File: src/hw/rtl/csw_pkg.sv
// ----------------------------------------------------------------------------
// csw_pkg: shared types and constants of the clock setup wizard
// Phase and event codes, the wizard state word and the month length lookup.
// ----------------------------------------------------------------------------
package csw_pkg;

	// Phase codes
	localparam logic [3:0] PH_BOOT   = 4'd0;
	localparam logic [3:0] PH_HELLO  = 4'd1;
	localparam logic [3:0] PH_TIME   = 4'd2;
	localparam logic [3:0] PH_DAY    = 4'd3;
	localparam logic [3:0] PH_MONTH  = 4'd4;
	localparam logic [3:0] PH_YEAR   = 4'd5;
	localparam logic [3:0] PH_HOUR   = 4'd6;
	localparam logic [3:0] PH_MINUTE = 4'd7;
	localparam logic [3:0] PH_DONE   = 4'd8;

	// Event codes
	localparam logic [2:0] FN_TICK = 3'd0;
	localparam logic [2:0] FN_ENC  = 3'd1;
	localparam logic [2:0] FN_TOP  = 3'd2;
	localparam logic [2:0] FN_BACK = 3'd3;
	localparam logic [2:0] FN_INIT = 3'd4;

	// Configuration register indexes
	localparam logic CFG_BLINK = 1'b0;
	localparam logic CFG_ANIM  = 1'b1;

	// Reset values and field limits
	localparam logic [15:0] BLINK_RST   = 16'd250;
	localparam logic [15:0] ANIM_RST    = 16'd83;
	localparam logic [2:0]  FRAME_LAST  = 3'd5;
	localparam logic [3:0]  MONTH_TOP   = 4'd12;
	localparam logic [6:0]  YEAR_TOP    = 7'd99;
	localparam logic [6:0]  YEAR_START  = 7'd25;
	localparam logic [4:0]  HOUR_TOP    = 5'd23;
	localparam logic [5:0]  MINUTE_TOP  = 6'd59;
	localparam logic [3:0]  MASK_ALL    = 4'hF;
	localparam logic [3:0]  MASK_LEFT   = 4'h3;
	localparam logic [3:0]  MASK_RIGHT  = 4'hC;

	typedef struct packed {
		logic [3:0]  phase;
		logic [31:0] last_time;
		logic [2:0]  frame;
		logic [6:0]  year;
		logic [3:0]  month;
		logic [4:0]  day;
		logic [4:0]  hour;
		logic [5:0]  minute;
		logic [3:0]  mask;
		logic        led;
		logic        dots;
	} wiz_state_t;

	// Wizard state after reset: boot phase, all digits visible
	localparam wiz_state_t WIZ_RST = '{
		phase: PH_BOOT, last_time: 32'd0, frame: 3'd0, year: 7'd0, month: 4'd0,
		day: 5'd0, hour: 5'd0, minute: 6'd0, mask: MASK_ALL, led: 1'b0, dots: 1'b0
	};

	typedef struct packed {
		wiz_state_t nxt;
		logic       commit;
		logic       beep;
	} step_res_t;

	// Month length; out-of-range months count as 31 days
	function automatic logic [4:0] days_in(input logic [3:0] month, input logic [6:0] year);
		logic [4:0] len;
		begin
			case (month)
				4'd2:    len = (year[1:0] == 2'd0) ? 5'd29 : 5'd28;
				4'd4:    len = 5'd30;
				4'd6:    len = 5'd30;
				4'd9:    len = 5'd30;
				4'd11:   len = 5'd30;
				default: len = 5'd31;
			endcase
			return len;
		end
	endfunction

endpackage

File: src/hw/rtl/csw_step.sv
// ----------------------------------------------------------------------------
// csw_step: next-state logic of the clock setup wizard
// Applies one event word to the wizard state and flags commit and beep.
// ----------------------------------------------------------------------------
module csw_step (
	input  csw_pkg::wiz_state_t cur,
	input  logic [15:0]         blink_period,
	input  logic [15:0]         anim_period,
	input  logic [2:0]          func,
	input  logic [31:0]         now_ms,
	input  logic                clockwise,
	input  logic                already_set,
	output csw_pkg::step_res_t  res
);

	logic [31:0] elapsed;
	logic        anim_due;
	logic        blink_due;
	logic [4:0]  day_lim;
	logic [3:0]  month_step;
	logic [4:0]  month_lim;

	// Time since the last timer action, modulo 2^32
	assign elapsed   = now_ms - cur.last_time;
	assign anim_due  = elapsed >= {16'd0, anim_period};
	assign blink_due = elapsed > {16'd0, blink_period};

	// Day limit for the current month and for the stepped month
	assign day_lim = csw_pkg::days_in(cur.month, cur.year);
	always_comb begin
		if (clockwise) begin
			month_step = (cur.month >= csw_pkg::MONTH_TOP) ? 4'd1 : cur.month + 4'd1;
		end else begin
			month_step = (cur.month <= 4'd1) ? csw_pkg::MONTH_TOP : cur.month - 4'd1;
		end
	end
	assign month_lim = csw_pkg::days_in(month_step, cur.year);

	// Dispatch the event
	always_comb begin
		res        = '0;
		res.nxt    = cur;
		if (func == csw_pkg::FN_INIT) begin
			res.nxt.led = 1'b1;
			if (already_set) begin
				res.nxt.phase = csw_pkg::PH_DONE;
			end else begin
				res.nxt.phase = csw_pkg::PH_HELLO;
				res.nxt.dots  = 1'b1;
			end
		end else if (cur.phase != csw_pkg::PH_DONE) begin
			case (func)
				csw_pkg::FN_TICK: begin
					case (cur.phase)
						csw_pkg::PH_BOOT: begin
							if (anim_due) begin
								res.nxt.last_time = now_ms;
								res.nxt.frame = (cur.frame >= csw_pkg::FRAME_LAST) ?
									3'd0 : cur.frame + 3'd1;
							end
						end
						csw_pkg::PH_HELLO: begin
							if (blink_due) begin
								res.nxt.last_time = now_ms;
								res.nxt.led = ~cur.led;
							end
						end
						csw_pkg::PH_DAY, csw_pkg::PH_HOUR: begin
							if (blink_due) begin
								res.nxt.last_time = now_ms;
								res.nxt.mask = cur.mask ^ csw_pkg::MASK_LEFT;
							end
						end
						csw_pkg::PH_MONTH, csw_pkg::PH_MINUTE: begin
							if (blink_due) begin
								res.nxt.last_time = now_ms;
								res.nxt.mask = cur.mask ^ csw_pkg::MASK_RIGHT;
							end
						end
						default: ;
					endcase
				end
				csw_pkg::FN_ENC: begin
					res.beep = 1'b1;
					case (cur.phase)
						csw_pkg::PH_DAY: begin
							if (clockwise) begin
								res.nxt.day = (cur.day >= day_lim) ? 5'd1 : cur.day + 5'd1;
							end else begin
								res.nxt.day = (cur.day <= 5'd1) ? day_lim : cur.day - 5'd1;
							end
						end
						csw_pkg::PH_MONTH: begin
							res.nxt.month = month_step;
							if (cur.day > month_lim) begin
								res.nxt.day = month_lim;
							end
						end
						csw_pkg::PH_YEAR: begin
							if (clockwise) begin
								res.nxt.year = (cur.year >= csw_pkg::YEAR_TOP) ?
									7'd0 : cur.year + 7'd1;
							end else begin
								res.nxt.year = (cur.year == 7'd0) ?
									csw_pkg::YEAR_TOP : cur.year - 7'd1;
							end
						end
						csw_pkg::PH_HOUR: begin
							if (clockwise) begin
								res.nxt.hour = (cur.hour >= csw_pkg::HOUR_TOP) ?
									5'd0 : cur.hour + 5'd1;
							end else begin
								res.nxt.hour = (cur.hour == 5'd0) ?
									csw_pkg::HOUR_TOP : cur.hour - 5'd1;
							end
						end
						csw_pkg::PH_MINUTE: begin
							if (clockwise) begin
								res.nxt.minute = (cur.minute >= csw_pkg::MINUTE_TOP) ?
									6'd0 : cur.minute + 6'd1;
							end else begin
								res.nxt.minute = (cur.minute == 6'd0) ?
									csw_pkg::MINUTE_TOP : cur.minute - 6'd1;
							end
						end
						default: ;
					endcase
				end
				csw_pkg::FN_TOP: begin
					res.beep = 1'b1;
					case (cur.phase)
						csw_pkg::PH_HELLO: begin
							res.nxt.phase = csw_pkg::PH_YEAR;
							res.nxt.mask  = csw_pkg::MASK_ALL;
							res.nxt.dots  = 1'b0;
							res.nxt.led   = 1'b1;
							res.nxt.year  = csw_pkg::YEAR_START;
						end
						csw_pkg::PH_YEAR: begin
							res.nxt.phase = csw_pkg::PH_DAY;
							res.nxt.day   = 5'd1;
							res.nxt.month = 4'd1;
							res.nxt.mask  = csw_pkg::MASK_ALL;
							res.nxt.dots  = 1'b1;
							res.nxt.led   = 1'b1;
						end
						csw_pkg::PH_DAY, csw_pkg::PH_MONTH: begin
							res.nxt.phase  = csw_pkg::PH_HOUR;
							res.nxt.hour   = 5'd0;
							res.nxt.minute = 6'd0;
							res.nxt.mask   = csw_pkg::MASK_ALL;
							res.nxt.dots   = 1'b1;
							res.nxt.led    = 1'b1;
						end
						csw_pkg::PH_HOUR, csw_pkg::PH_MINUTE: begin
							res.commit    = 1'b1;
							res.nxt.phase = csw_pkg::PH_DONE;
						end
						default: ;
					endcase
				end
				csw_pkg::FN_BACK: begin
					res.beep = 1'b1;
					case (cur.phase)
						csw_pkg::PH_DAY: begin
							res.nxt.mask  = csw_pkg::MASK_ALL;
							res.nxt.phase = csw_pkg::PH_MONTH;
						end
						csw_pkg::PH_MONTH: begin
							res.nxt.mask  = csw_pkg::MASK_ALL;
							res.nxt.phase = csw_pkg::PH_DAY;
						end
						csw_pkg::PH_HOUR: begin
							res.nxt.mask  = csw_pkg::MASK_ALL;
							res.nxt.phase = csw_pkg::PH_MINUTE;
						end
						csw_pkg::PH_MINUTE: begin
							res.nxt.mask  = csw_pkg::MASK_ALL;
							res.nxt.phase = csw_pkg::PH_HOUR;
						end
						default: ;
					endcase
				end
				default: ;
			endcase
		end
	end

endmodule

File: src/hw/rtl/clock_setup_wizard_fsm_unit.sv
// ----------------------------------------------------------------------------
// clock_setup_wizard_fsm_unit: first-power-up setup wizard of a 4-digit clock
// Input register, one pass of next-state logic, result register.
// ----------------------------------------------------------------------------
// Usage:
//   Event words (func, now_ms, clockwise, already_set) enter on in_valid and
//   are taken at an edge where in_valid is high and in_stall is low. Each
//   event gives exactly one result word on out_valid, taken at an edge where
//   out_stall is low. Results keep event order.
//   A taken word passes the input register and then the result register,
//   which presents it on the result port.
//   Throughput: one word per cycle while out_stall is low; the wizard state
//   is updated in the same cycle that a word moves into the result register,
//   so the next word sees it without any bubble.
//   When the receiver stalls, the result register holds its word and the
//   input register holds one more; in_stall rises once both are full.
//   Reset empties both registers, puts the wizard in the boot phase with all
//   digits visible and loads blink 250 ms and animation 83 ms periods.
//   cfg_we writes cfg_data to register cfg_index (0 blink, 1 animation);
//   write only while no word is in flight.
// ----------------------------------------------------------------------------
module clock_setup_wizard_fsm_unit (
	input  logic        clk,
	input  logic        arst_n,
	// Configuration
	input  logic        cfg_we,
	input  logic        cfg_index,
	input  logic [15:0] cfg_data,
	// Event channel
	input  logic        in_valid,
	output logic        in_stall,
	input  logic [2:0]  func,
	input  logic [31:0] now_ms,
	input  logic        clockwise,
	input  logic        already_set,
	// Result channel
	output logic        out_valid,
	input  logic        out_stall,
	output logic [3:0]  phase,
	output logic [6:0]  year_val,
	output logic [3:0]  month_val,
	output logic [4:0]  day_val,
	output logic [4:0]  hour_val,
	output logic [5:0]  minute_val,
	output logic [3:0]  digit_visible,
	output logic [2:0]  anim_frame,
	output logic        led_on,
	output logic        dots_on,
	output logic        commit,
	output logic        beep
);

	logic [15:0]         blink_period_q;
	logic [15:0]         anim_period_q;
	csw_pkg::wiz_state_t state_q;
	csw_pkg::step_res_t  step;

	logic        valid_s1;
	logic [2:0]  func_s1;
	logic [31:0] now_s1;
	logic        cw_s1;
	logic        set_s1;

	logic        valid_s2;
	logic [3:0]  phase_s2;
	logic [6:0]  year_s2;
	logic [3:0]  month_s2;
	logic [4:0]  day_s2;
	logic [4:0]  hour_s2;
	logic [5:0]  minute_s2;
	logic [3:0]  mask_s2;
	logic [2:0]  frame_s2;
	logic        led_s2;
	logic        dots_s2;
	logic        commit_s2;
	logic        beep_s2;

	logic s2_free;
	logic adv;
	logic in_acc;

	// Handshake
	assign s2_free  = ~valid_s2 | ~out_stall;
	assign adv      = valid_s1 & s2_free;
	assign in_stall = valid_s1 & ~s2_free;
	assign in_acc   = in_valid & ~in_stall;

	// Configuration registers
	always_ff @(posedge clk or negedge arst_n) begin
		if (!arst_n) begin
			blink_period_q <= csw_pkg::BLINK_RST;
			anim_period_q  <= csw_pkg::ANIM_RST;
		end else if (cfg_we) begin
			if (cfg_index == csw_pkg::CFG_BLINK) begin
				blink_period_q <= cfg_data;
			end else begin
				anim_period_q <= cfg_data;
			end
		end
	end

	// Input register
	always_ff @(posedge clk or negedge arst_n) begin
		if (!arst_n) begin
			valid_s1 <= 1'b0;
		end else if (in_acc) begin
			valid_s1 <= 1'b1;
		end else if (adv) begin
			valid_s1 <= 1'b0;
		end
	end

	always_ff @(posedge clk) begin
		if (in_acc) begin
			func_s1 <= func;
			now_s1  <= now_ms;
			cw_s1   <= clockwise;
			set_s1  <= already_set;
		end
	end

	// Next-state logic
	csw_step u_step (
		.cur          (state_q),
		.blink_period (blink_period_q),
		.anim_period  (anim_period_q),
		.func         (func_s1),
		.now_ms       (now_s1),
		.clockwise    (cw_s1),
		.already_set  (set_s1),
		.res          (step)
	);

	// Wizard state: advance when a word moves to the result register
	always_ff @(posedge clk or negedge arst_n) begin
		if (!arst_n) begin
			state_q <= csw_pkg::WIZ_RST;
		end else if (adv) begin
			state_q <= step.nxt;
		end
	end

	// Result register
	always_ff @(posedge clk or negedge arst_n) begin
		if (!arst_n) begin
			valid_s2 <= 1'b0;
		end else if (adv) begin
			valid_s2 <= 1'b1;
		end else if (~out_stall) begin
			valid_s2 <= 1'b0;
		end
	end

	always_ff @(posedge clk) begin
		if (adv) begin
			phase_s2  <= step.nxt.phase;
			year_s2   <= step.nxt.year;
			month_s2  <= step.nxt.month;
			day_s2    <= step.nxt.day;
			hour_s2   <= step.nxt.hour;
			minute_s2 <= step.nxt.minute;
			mask_s2   <= step.nxt.mask;
			frame_s2  <= (step.nxt.frame == 3'd0) ? csw_pkg::FRAME_LAST :
				step.nxt.frame - 3'd1;
			led_s2    <= step.nxt.led;
			dots_s2   <= step.nxt.dots;
			commit_s2 <= step.commit;
			beep_s2   <= step.beep;
		end
	end

	// Drive outputs
	assign out_valid     = valid_s2;
	assign phase         = phase_s2;
	assign year_val      = year_s2;
	assign month_val     = month_s2;
	assign day_val       = day_s2;
	assign hour_val      = hour_s2;
	assign minute_val    = minute_s2;
	assign digit_visible = mask_s2;
	assign anim_frame    = frame_s2;
	assign led_on        = led_s2;
	assign dots_on       = dots_s2;
	assign commit        = commit_s2;
	assign beep          = beep_s2;

`ifndef SYNTH
	a_commit_done: assert property (@(posedge clk) disable iff (!arst_n)
		(valid_s2 && commit_s2) |-> (phase_s2 == csw_pkg::PH_DONE && beep_s2))
		else $error("commit without hand-off");

	a_state_hold: assert property (@(posedge clk) disable iff (!arst_n)
		!adv |=> $stable(state_q))
		else $error("wizard state changed without a word");

	a_no_stall_empty: assert property (@(posedge clk) disable iff (!arst_n)
		!valid_s2 |-> !in_stall)
		else $error("input stalled with empty result register");

	a_frame_range: assert property (@(posedge clk) disable iff (!arst_n)
		adv |=> (frame_s2 <= csw_pkg::FRAME_LAST && state_q.frame <= csw_pkg::FRAME_LAST))
		else $error("animation frame out of range");
`endif

endmodule

File: config.mk
export PLATFORM = sky130hd
export DESIGN_NAME = clock_setup_wizard_fsm_unit
export DESIGN_NICKNAME = d
export VERILOG_FILES = /design/src/hw/rtl/csw_pkg.sv /design/src/hw/rtl/csw_step.sv /design/src/hw/rtl/clock_setup_wizard_fsm_unit.sv
export SDC_FILE = /design/constraint.sdc
export NUM_CORES = 1
export LEC_CHECK = 0
export BUFFER_PORTS_ARGS = -buffer_cell sky130_fd_sc_hd__buf_4
export CAP_MARGIN = 10
export CORE_MARGIN = 5
export CORE_UTILIZATION = 40
export DETAILED_ROUTE_END_ITERATION = 6
export PLACE_DENSITY_LB_ADDON = 0.05
export SYNTH_ARGS = -nofsm -noshare
export SYNTH_HDL_FRONTEND = slang
export SYNTH_SLANG_ARGS = --single-unit
File: constraint.sdc
create_clock -name clk -period 6 [get_ports clk]
set_input_delay 1.2 -clock clk [delete_from_list [all_inputs] [get_ports clk]]
set_output_delay 1.2 -clock clk [all_outputs]
set_load 0.005 [all_outputs]
Word level (Yosys, flattened, before mapping)
Index checks and enable logic that the tools add are counted.
{ "word_totals": {"register_bits": 185, "ramBits": 0, "latch_bits": 0, "mem_count": 0, "out_inout_bits": 44, "mem_bits_ro": 0} }
{ "classes": {"div": 0, "n_shift": 0, "order_cmp": 11, "eq_ne": 24, "n_mux": 59, "bitwise": 15, "mul": 0, "n_reduce_logical": 24, "add_sub_neg": 13} }
{ "op_table": {"columns": ["cell", "count"], "rows": [
  ["two-way mux 74 bit", 1],
  ["two-way mux 35 bit", 2],
  ["case mux 32 bit (2 select lines)", 1],
  ["case mux 27 bit (2 select lines)", 1],
  ["two-way mux 5 bit", 8],
  ["two-way mux 7 bit", 5],
  ["two-way mux 34 bit", 1],
  ["equality test 4 x 3 -> 1 bit (second input constant)", 8],
  [">= comparator 32 x 16 -> 1 bit", 1],
  ["greater-than comparator 32 x 16 -> 1 bit", 1],
  ["two-way mux 32 bit", 1],
  ["two-way mux 4 bit", 8],
  ["case mux 4 bit (4 select lines)", 2],
  ["subtractor 32 bit", 1],
  ["case mux 5 bit (2 select lines)", 3],
  ["two-way mux 6 bit", 4],
  ["equality test 4 bit (second input constant)", 4],
  ["case mux 4 bit (2 select lines)", 2],
  ["equality test 4 x 2 -> 1 bit (second input constant)", 3],
  ["case mux 4 bit (3 select lines)", 1],
  ["case mux 6 bit (2 select lines)", 1],
  ["OR reduction 4 bit", 3],
  ["two-way mux 11 bit", 1],
  ["adder 5 x 1 -> 5 bit (second input constant)", 2],
  ["45 further kinds", 81]
]} }

Logic depth before layout (Yosys ltp)
Gate-level depths: netlist of run 1.
{ "depth": {"depth_word": 13, "mapped_depth": 24} }

Hierarchy
A second synthesis of run 1 with hierarchy kept.
{ "hier_totals": {"cells_unflattened": 1195, "area_unflattened_um2": 12639.6} }
{ "by_module_without_submodules": {"columns": ["module", "area_each_um2", "cells_each", "instances"], "rows": [
  ["clock_setup_wizard_fsm_unit", 6766.5, 317, 1],
  ["csw_step", 5873.1, 878, 1]
]} }

Worst setup path after synthesis of run 1
No wires, ideal clock.
{ "synth_timing": {"kind": "register to register", "from": "reg now_s1[9]", "to": "reg frame_s2[0], in the netlist anim_frame[0], data pin", "stages_incl_launch_ff": 22, "setup_slack_ns": 1.557, "setup_ns": 0.261, "period_less_slack_ns": 4.443, "arrival_ns": 4.182, "path_cell_list": "edfxtp_1 -> ha_1 -> and3_1 -> nand4_1 -> a21oi_1 -> nor2_1 -> and2_1 -> o21ai_0 -> a21o_1 -> a21oi_1 -> xnor2_1 -> ha_1 -> nand4_1 -> nor4_1 -> a21oi_1 -> a31o_2 -> buf_2 -> a211oi_1 -> a21oi_1 -> ha_1 -> nor3b_1 -> a311o_1"} }
{ "synth_between": {"elab_chain_cells": 8, "elab_cells_between_ends": 9} }
{ "synth_rtl": {"columns": ["item", "line", "source"], "rows": [
  ["start, declared", "clock_setup_wizard_fsm_unit.sv:60", "logic [31:0] now_s1;"],
  ["start signal, assigned", "clock_setup_wizard_fsm_unit.sv:116", "now_s1 <= now_ms;"],
  ["subtractor 32 bit *", "csw_step.sv:24", "assign elapsed = now_ms - cur.last_time;"],
  [">= comparator 32 x 16 -> 1 bit *", "csw_step.sv:25", "assign anim_due = elapsed >= {16'd0, anim_period};"],
  ["two-way mux 35 bit *", "csw_step.sv:56", "if (anim_due) begin"],
  ["two-way mux 3 bit *", "csw_step.sv:54", "case (cur.phase)"],
  ["two-way mux 35 bit *", "csw_step.sv:52", "case (func)"],
  ["two-way mux 74 bit *", "csw_step.sv:51", "end else if (cur.phase != csw_pkg::PH_DONE) begin"],
  ["two-way mux 34 bit *", "csw_step.sv:43", "if (func == csw_pkg::FN_INIT) begin"],
  ["subtractor 3 x 1 -> 3 bit / logical NOT 3 bit (equally long branches)", "clock_setup_wizard_fsm_unit.sv:164, clock_setup_wizard_fsm_unit.sv:163", null],
  ["end signal, assigned", "clock_setup_wizard_fsm_unit.sv:163", "frame_s2 <= (step.nxt.frame == 3'd0) ? csw_pkg::FRAME_LAST :"],
  ["end, declared", "clock_setup_wizard_fsm_unit.sv:72", "logic [2:0] frame_s2;"]
]} }
Every way passes the cells marked *; elsewhere a longest branch is shown, timed or not. The select of a mux whose other input is x is not followed.
A chain may end at the register's enable or synchronous reset.

Worst setup path after layout of run 1
{ "layout_timing": {"from": "reg now_s1[9]", "to": "reg state_q[48] (netlist bit)"} }
{ "layout_between": {"elab_chain_cells": 4, "elab_cells_between_ends": 6} }
{ "layout_rtl": {"columns": ["item", "line", "source"], "rows": [
  ["subtractor 32 bit *", "csw_step.sv:24", null],
  [">= comparator 32 x 16 -> 1 bit / greater-than comparator 32 x 16 -> 1 bit (equally long branches)", "csw_step.sv:25, csw_step.sv:26", null],
  ["inequality test 2 x 1 -> 1 bit (no line)", null, null],
  ["AND reduction 7 bit (no line) *", null, null],
  ["end signal, assigned", "clock_setup_wizard_fsm_unit.sv:137", "state_q <= csw_pkg::WIZ_RST;"],
  ["end signal, assigned", "clock_setup_wizard_fsm_unit.sv:139", "state_q <= step.nxt;"],
  ["end, declared", "clock_setup_wizard_fsm_unit.sv:55", "csw_pkg::wiz_state_t state_q;"]
]} }
Every way passes the cells marked *; elsewhere a longest branch is shown, timed or not.

==> flow_summary.json, run 1 <==
{
  "fp.dieH_um": 183,
  "dr.pass1.iters": 5,
  "synthTopCellsByArea": "edfxtp_1 (20%), dfrtp_1 (19%), ha_1 (8.8%)",
  "clockPowerShare": 0.210,
  "ys_types": 76,
  "synth-compound-area-share": 0.181,
  "run_status": "finished, final reports clean",
  "post_drt_wl_per_cell_um": 17.3,
  "yosys.area_share.simple": 0.179,
  "via_per_inst": 5.47,
  "clkLatencyLatePin_ps": 440,
  "synth_top_flop_cell": "dfrtp_1",
  "grt_pass1_wl_mm": 50.5,
  "wirelength_mm": 30.8,
  "yosys-top-cells-count": "nand2_1 (166), o21ai_0 (100), dfrtp_1 (92)",
  "syn-num-nets": 1450,
  "arrival_ps": 5650,
  "internal-power_w": 0.00330,
  "gp_congestion": 0.906,
  "fin_skew_ps": 16.3,
  "async_flop_share": 0.573,
  "rsz0062_at_grt": "no",
  "clkTransAtPathRegs_ps": 80,
  "die_w_um": 183,
  "layout.nets": 1521,
  "fillers": 2917,
  "synth_top_family_by_area": "compound AO/OA/AOI/OAI gates",
  "grt_use_total": 0.185,
  "drv_cap": 0,
  "synth_top_area_frac": 0.198,
  "ys_seq_area_frac": 0.420,
  "clock.fmax_ghz": 0.189,
  "yosysMostFrequentCell": "nand2_1",
  "swShare": 0.412,
  "worst_pin_slew_ps": 1100,
  "htreeDepth": 4,
  "coreArea_um2": 29600,
  "power_density_nw_per_um2": 411,
  "finalCritPeriodShare": 0.882,
  "crit_path_cell_trace": "ha_1 > and3_1 > nand4_1 > a21oi_1 > nor2_1 > and2_1 > o21ai_0 > a21o_1 > a21oi_1 > xnor2_1 > ha_1 > nand4_1 > nor4_1 > o211a_1 > nand2_1 > o211ai_4 > buf_4 > mux2i_1",
  "dpl-instance-area_um2": 13000,
  "multi_input_area_um2": 6340,
  "grt_pass1_vias": 9358,
  "dr_wl_met2_mm": 12.8,
  "grt_max_degree": 67,
  "seqCellArea_um2": 5040,
  "hold_path_class": "reg2reg",
  "cp_data_required_time_ps": 6350,
  "antennaDiodeCount": 0,
  "avgSynthCellArea_um2": 9.18,
  "areaGrowthSynthToFinish_pct": 13.8,
  "power_leakage_nw": 6.12,
  "drive_gt1_frac": 0.147,
  "initial_core_util": 0.405,
  "finalInstanceArea_um2": 13600,
  "root_buffer": "clkbuf_16",
  "clockBufferDepth": 2,
  "drcViolationCount": 0,
  "tritoncts": "built",
  "pre_cts_slack_ps": 698,
  "p_sw_w": 0.00231,
  "cts_made_buffers": 17,
  "cts_hold_buffers": 0,
  "yosysTopAreaCell": "edfxtp_1",
  "synthCells": 1306,
  "synth_edf_count": 79,
  "rows": 63,
  "io_buffers": 102,
  "setup.worst_path.class": "reg2reg",
  "slew_headroom": 0.264,
  "post_synth_xor_area_fraction": 0.0219,
  "cp_max_fo": 19,
  "via_count": 9739,
  "antenna_found_initial": 0,
  "layout_setup_ws_ps": 705,
  "setup-tns-final_ps": 0,
  "postRouteAntennaNets": 0,
  "synthAdderAreaFrac": 0.0893,
  "report.final.slew_viol_count": 0,
  "cts_num_sinks": 185,
  "synth_mux_area_frac": 0.0563,
  "wl_met3_mm": 1.39,
  "post_cts_resized": 0,
  "crit_path_max_incr_delay_ps": 780,
  "io_pins": 103,
  "maxUsedRoutingLayer": "met4",
  "drt_iter0_markers": 718,
  "startpoint_type": "flop",
  "ys_ff_latch": 185,
  "hpwl_mm": 22.6,
  "cp.buffers_inverters": 1,
  "power_frac_comb": 0.465,
  "overflow": 0,
  "cpMaxStageDelayCell": "o211ai_4",
  "syn-cell-area_um2": 12000,
  "cp_top_family": "compound AO/OA/AOI/OAI gates",
  "die_area_um2": 33500,
  "met1_length_mm": 16.2,
  "yosys_warnings": 0,
  "irDropWorstVdd_uv": 188,
  "setup_viol": 0,
  "fin_util": 0.460,
  "hold_viol": 0,
  "finalCriticalPeriod_ps": 5290,
  "p_total_w": 0.00561,
  "cts_setup_buffers": 0,
  "seqPwrFrac": 0.325,
  "end_kind": "flop"
}
registers in the layout, indices dropped and copies added (netlist names):
name	cells
anim_frame	3
anim_period_q	16
beep	1
blink_period_q	16
commit	1
cw_s1	1
day_val	5
digit_visible	4
dots_on	1
func_s1	3
hour_val	5
led_on	1
minute_val	6
month_val	4
now_s1	32
out_valid	1
phase	4
set_s1	1
state_q	72
valid_s1	1
year_val	7
layout by cell type (no fill, tap or decap), types with 7 or more instances in the layout:
master and instances:
nand2_1 166, buf_4 110, o21ai_0 100, dfrtp_1 92
inv_1 91, nor2_1 91, ha_1 84, a21oi_1 83
edfxtp_1 79, nand2b_1 48, mux2i_1 39, nand3_1 35
nor3_1 29, a21o_1 28, mux2_2 24, xnor2_1 19
clkbuf_16 19, nand4_1 17, dfstp_2 14, o211ai_1 11
xor2_1 11, o21a_1 10, or3_1 10, a31oi_1 9
o31ai_1 9, nor2b_1 8, and2_1 8, nor4_1 8
a211oi_1 8, a311oi_1 7, o2111ai_1 7
metrics by stage:
step,hold slack (ps),cells
after CTS,486,1780
after global routing,524,1780
final,485,1780
after floorplan,446,1306
after detailed placement,467,1748
after global placement,463,1748
logic make-up (layout without fill, tap and decap cells):
group	Yosys count	after routing
AOI/OAI and AO/OA	341	341
muxes	64	64
adders and majority gates	85	85
xor gates and xnor gates	30	30
buffers and inverters	150	234
and+or+nand+nor	451	451
DFF	185	185
tightest hold or removal path, cell delays in order, from the launching register on:
cell     delay (ps)
dfrtp_1         350
nand2_1          50
nand2_1          60
area by class of cell:
class | instances | area share
clock buffers | 20 | 0.0359
clock inverters | 12 | 0.00862
inverters | 92 | 0.0253
multi-input cells | 971 | 0.464
flip-flops and latches | 185 | 0.370
well taps | 390 | 0.0358
repair buffers | 110 | 0.0605
final timing paths:
path                                         from                 endpoint  slack (ps)  cells after the start
max                           now_s1[9]$_DFFE_PP_  state_q[48]$_DFFE_PN0P_         710                     18
max in group asynchronous                  arst_n  state_q[39]$_DFFE_PN0P_        3950                      2
min reg2reg                state_q[0]$_DFFE_PN0P_   state_q[0]$_DFFE_PN0P_         480                      2
max reg2reg                   now_s1[9]$_DFFE_PP_  state_q[48]$_DFFE_PN0P_         710                     18
min in group asynchronous                  arst_n  state_q[55]$_DFFE_PN0P_         800                      1
min                        state_q[0]$_DFFE_PN0P_   state_q[0]$_DFFE_PN0P_         480                      2
power groups by stage:
stage / clock, W / sequential (W) / combinational [W]
floorplan: 0 / 0.00176 / 0.00196
global placement: 0 / 0.00184 / 0.00258
detailed placement: 0 / 0.00185 / 0.00259
CTS: 0.00121 / 0.00182 / 0.00261
global route: 0.00126 / 0.00186 / 0.00296
finish: 0.00118 / 0.00183 / 0.00261
routing by layer:
metal | vias up | track usage
li1 | 4830 | -
met1 | 4657 | 0.293
met3 | 25 | 0.0299
met2 | 227 | 0.265
met5 | - | 0
met4 | 0 | 0.0393
Power figures use the tool's default switching activity.
==> run 2: changes to the inputs <==
==> constraint.sdc (replaced) <==
create_clock -name clk -period 6 [get_ports clk]
set_input_delay 0 -clock clk [delete_from_list [all_inputs] [get_ports clk]]
set_output_delay 0 -clock clk [all_outputs]
set_load 0.005 [all_outputs]
==> run 2 against run 1 <==
Clock skew decreased by 2.8 ps. Largest power group unchanged. Sequential cell count unchanged. Critical path depth increased by 4. Design area increased by 4.1%. Clock power about the same. Critical endpoint is now anim_frame[2]$_SDFFCE_PN1P_. Final cell count increased by 3.2%. Highest routed layer unchanged. First-iteration DRC count decreased by 7.2%. Via count increased by 1.4%.
==> flow_summary.json, run 2 (synthesized netlist as in run 1, its figures left out) <==
{
  "drt_iter0_markers": 666,
  "slew_headroom": 0.254,
  "drive_gt1_frac": 0.140,
  "rsz0062_at_grt": "no",
  "fin_skew_ps": 13.4,
  "cpMostUsedCell": "a21oi_1",
  "power_leakage_nw": 6.34,
  "startpoint_type": "flop",
  "layout.nets": 1578,
  "post_drt_wl_per_cell_um": 16.8,
  "mostFrequentLayoutCells": "nand2_1 (166), buf_4 (110), o21ai_0 (100)",
  "tritoncts": "built",
  "p_total_w": 0.00564,
  "wirelength_mm": 30.9,
  "areaGrowthSynthToFinish_pct": 18.4,
  "irDropWorstVdd_uv": 202,
  "power_density_nw_per_um2": 397,
  "fillers": 2887,
  "grt_use_total": 0.188,
  "io_buffers": 102,
  "layout.cells.most_common": "nand2_1",
  "cts_made_buffers": 17,
  "die_w_um": 183,
  "via_count": 9879,
  "end_kind": "flop",
  "reg2reg_depth": 22,
  "layout_setup_ws_ps": 591,
  "via_per_inst": 5.38,
  "dr.pass1.iters": 5,
  "grt_max_degree": 67,
  "gp_congestion": 0.900,
  "hold_path_class": "in2reg",
  "setup-tns-final_ps": 0,
  "placed_cells": 1748,
  "clkLatencyLatePin_ps": 450,
  "cts_setup_buffers": 0,
  "antenna_found_initial": 0,
  "clkTransAtPathRegs_ps": 80,
  "root_buffer": "clkbuf_16",
  "worst_pin_slew_ps": 1110,
  "die_area_um2": 33500,
  "arrival_ps": 5670,
  "antennaDiodeCount": 0,
  "hpwl_mm": 22.4,
  "finalInstanceArea_um2": 14200,
  "clock.fmax_ghz": 0.185,
  "drv_cap": 0,
  "whs_path_depth": 4,
  "overflow": 0,
  "io_pins": 103,
  "drcViolationCount": 0,
  "initial_core_util": 0.405,
  "largestRegisters": "state_q (72), now_s1 (32)",
  "cpMaxStageDelayCell": "ha_1",
  "grt_pass1_wl_mm": 51.3,
  "grt_pass1_vias": 9742,
  "htreeDepth": 4,
  "fp.dieH_um": 183,
  "report.final.slew_viol_count": 0,
  "crit_path_max_incr_delay_ps": 410,
  "clockBufferDepth": 2,
  "finalCritPeriodShare": 0.901,
  "crit_path_cell_trace": "ha_1 > and3_1 > nand4_1 > a21oi_1 > nor2_1 > and2_1 > o21ai_0 > xor2_1 > ha_1 > a21o_1 > a21o_1 > a21oi_1 > o21ai_0 > a21oi_1 > a31o_2 > nor3_1 > a21oi_1 > ha_1 > nor3_1 > mux2i_1 > nor2_1 > nor3_1",
  "fin_cells": 1837,
  "cp_data_required_time_ps": 6260,
  "hold_viol": 0,
  "cts_num_sinks": 185,
  "setup.worst_path.class": "reg2reg",
  "coreArea_um2": 29600,
  "dpl-instance-area_um2": 13000,
  "cp_max_fo": 9,
  "postRouteAntennaNets": 0,
  "run_status": "finished, final reports clean",
  "largest_register_ffs": 72,
  "rows": 63,
  "largest_register": "state_q",
  "pre_cts_slack_ps": 728,
  "setup_viol": 0,
  "finalCriticalPeriod_ps": 5410
}
run 2: cell count changes in the layout (fill, tap and decap cells not counted):
cell,before,now
bufinv_16,0,2
clkbuf_1,0,1
clkbuf_16,19,17
clkbuf_8,1,0
clkinv_2,0,1
clkinv_4,3,1
clkinv_8,1,0
clkinvlp_4,0,3
dlygate4sd3_1,0,57
inv_4,1,0
inv_6,4,5
inv_8,3,2
run 2: metal layers:
layer	vias up	share of wire	GRT usage
met5	-	0	0
met4	0	0.0068	0.0378
met3	12	0.054	0.0363
met2	224	0.43	0.281
met1	4711	0.51	0.286
li1	4932	-	-
run 2: path summary, 6_finish.rpt:
| kind | from | endpoint | slack, ps |
|---|---|---|---|
| max reg2reg | now_s1[9]$_DFFE_PP_ | anim_frame[2]$_SDFFCE_PN1P_ | 590 |
| min reg2reg | state_q[0]$_DFFE_PN0P_ | state_q[0]$_DFFE_PN0P_ | 490 |
| max in group asynchronous | arst_n | state_q[14]$_DFFE_PN0P_ | 4630 |
| min in group asynchronous | arst_n | state_q[52]$_DFFE_PN0P_ | 140 |
| max | now_s1[9]$_DFFE_PP_ | anim_frame[2]$_SDFFCE_PN1P_ | 590 |
| min | cfg_index | blink_period_q[5]$_DFFE_PN1P_ | 20 |
run 2: report_power, final:
| part | leakage (nW) | internal, W | switching (W) | total (W) |
|---|---|---|---|---|
| registers | 2.03 | 0.00162 | 0.000205 | 0.00182 |
| clock network | 0.282 | 0.000627 | 0.000552 | 0.00118 |
| logic | 4.03 | 0.00109 | 0.00155 | 0.00264 |
run 2: final cells by class:
| class | instances | area (um^2) | share of cell area |
|---|---|---|---|
| clock buffers | 18 | 429 | 0.0302 |
| flip-flops and latches | 185 | 5040 | 0.355 |
| inverters | 92 | 345 | 0.0243 |
| repair buffers | 167 | 1400 | 0.0983 |
| clock inverters | 14 | 163 | 0.0115 |
| well taps | 390 | 488 | 0.0344 |
| multi-input cells | 971 | 6340 | 0.446 |
run 2: repair_timing:
item,in CTS,in global routing
endpoints found under the setup margin,0,0
hold endpoints to repair,113,0
resized for setup,0,0
hold buffers,57,0
run 2: per-stage QoR:
step	utilization	hold slack, ps
floorplan	-	-296
global placement	0.440	101
detailed placement	0.440	101
CTS	0.479	4.87
global route	0.479	56.8
finish	0.479	19.8
run 2: worst max-delay path: cells and delay by family (launching register included):
kind	cells	cell delay, ps
multiplexers	1	140
flip-flops	1	400
AND/OR/NAND/NOR	8	1080
adder cells (fa/ha/maj)	3	1040
XOR/XNOR	1	370
AO/OA/AOI/OAI	9	2200
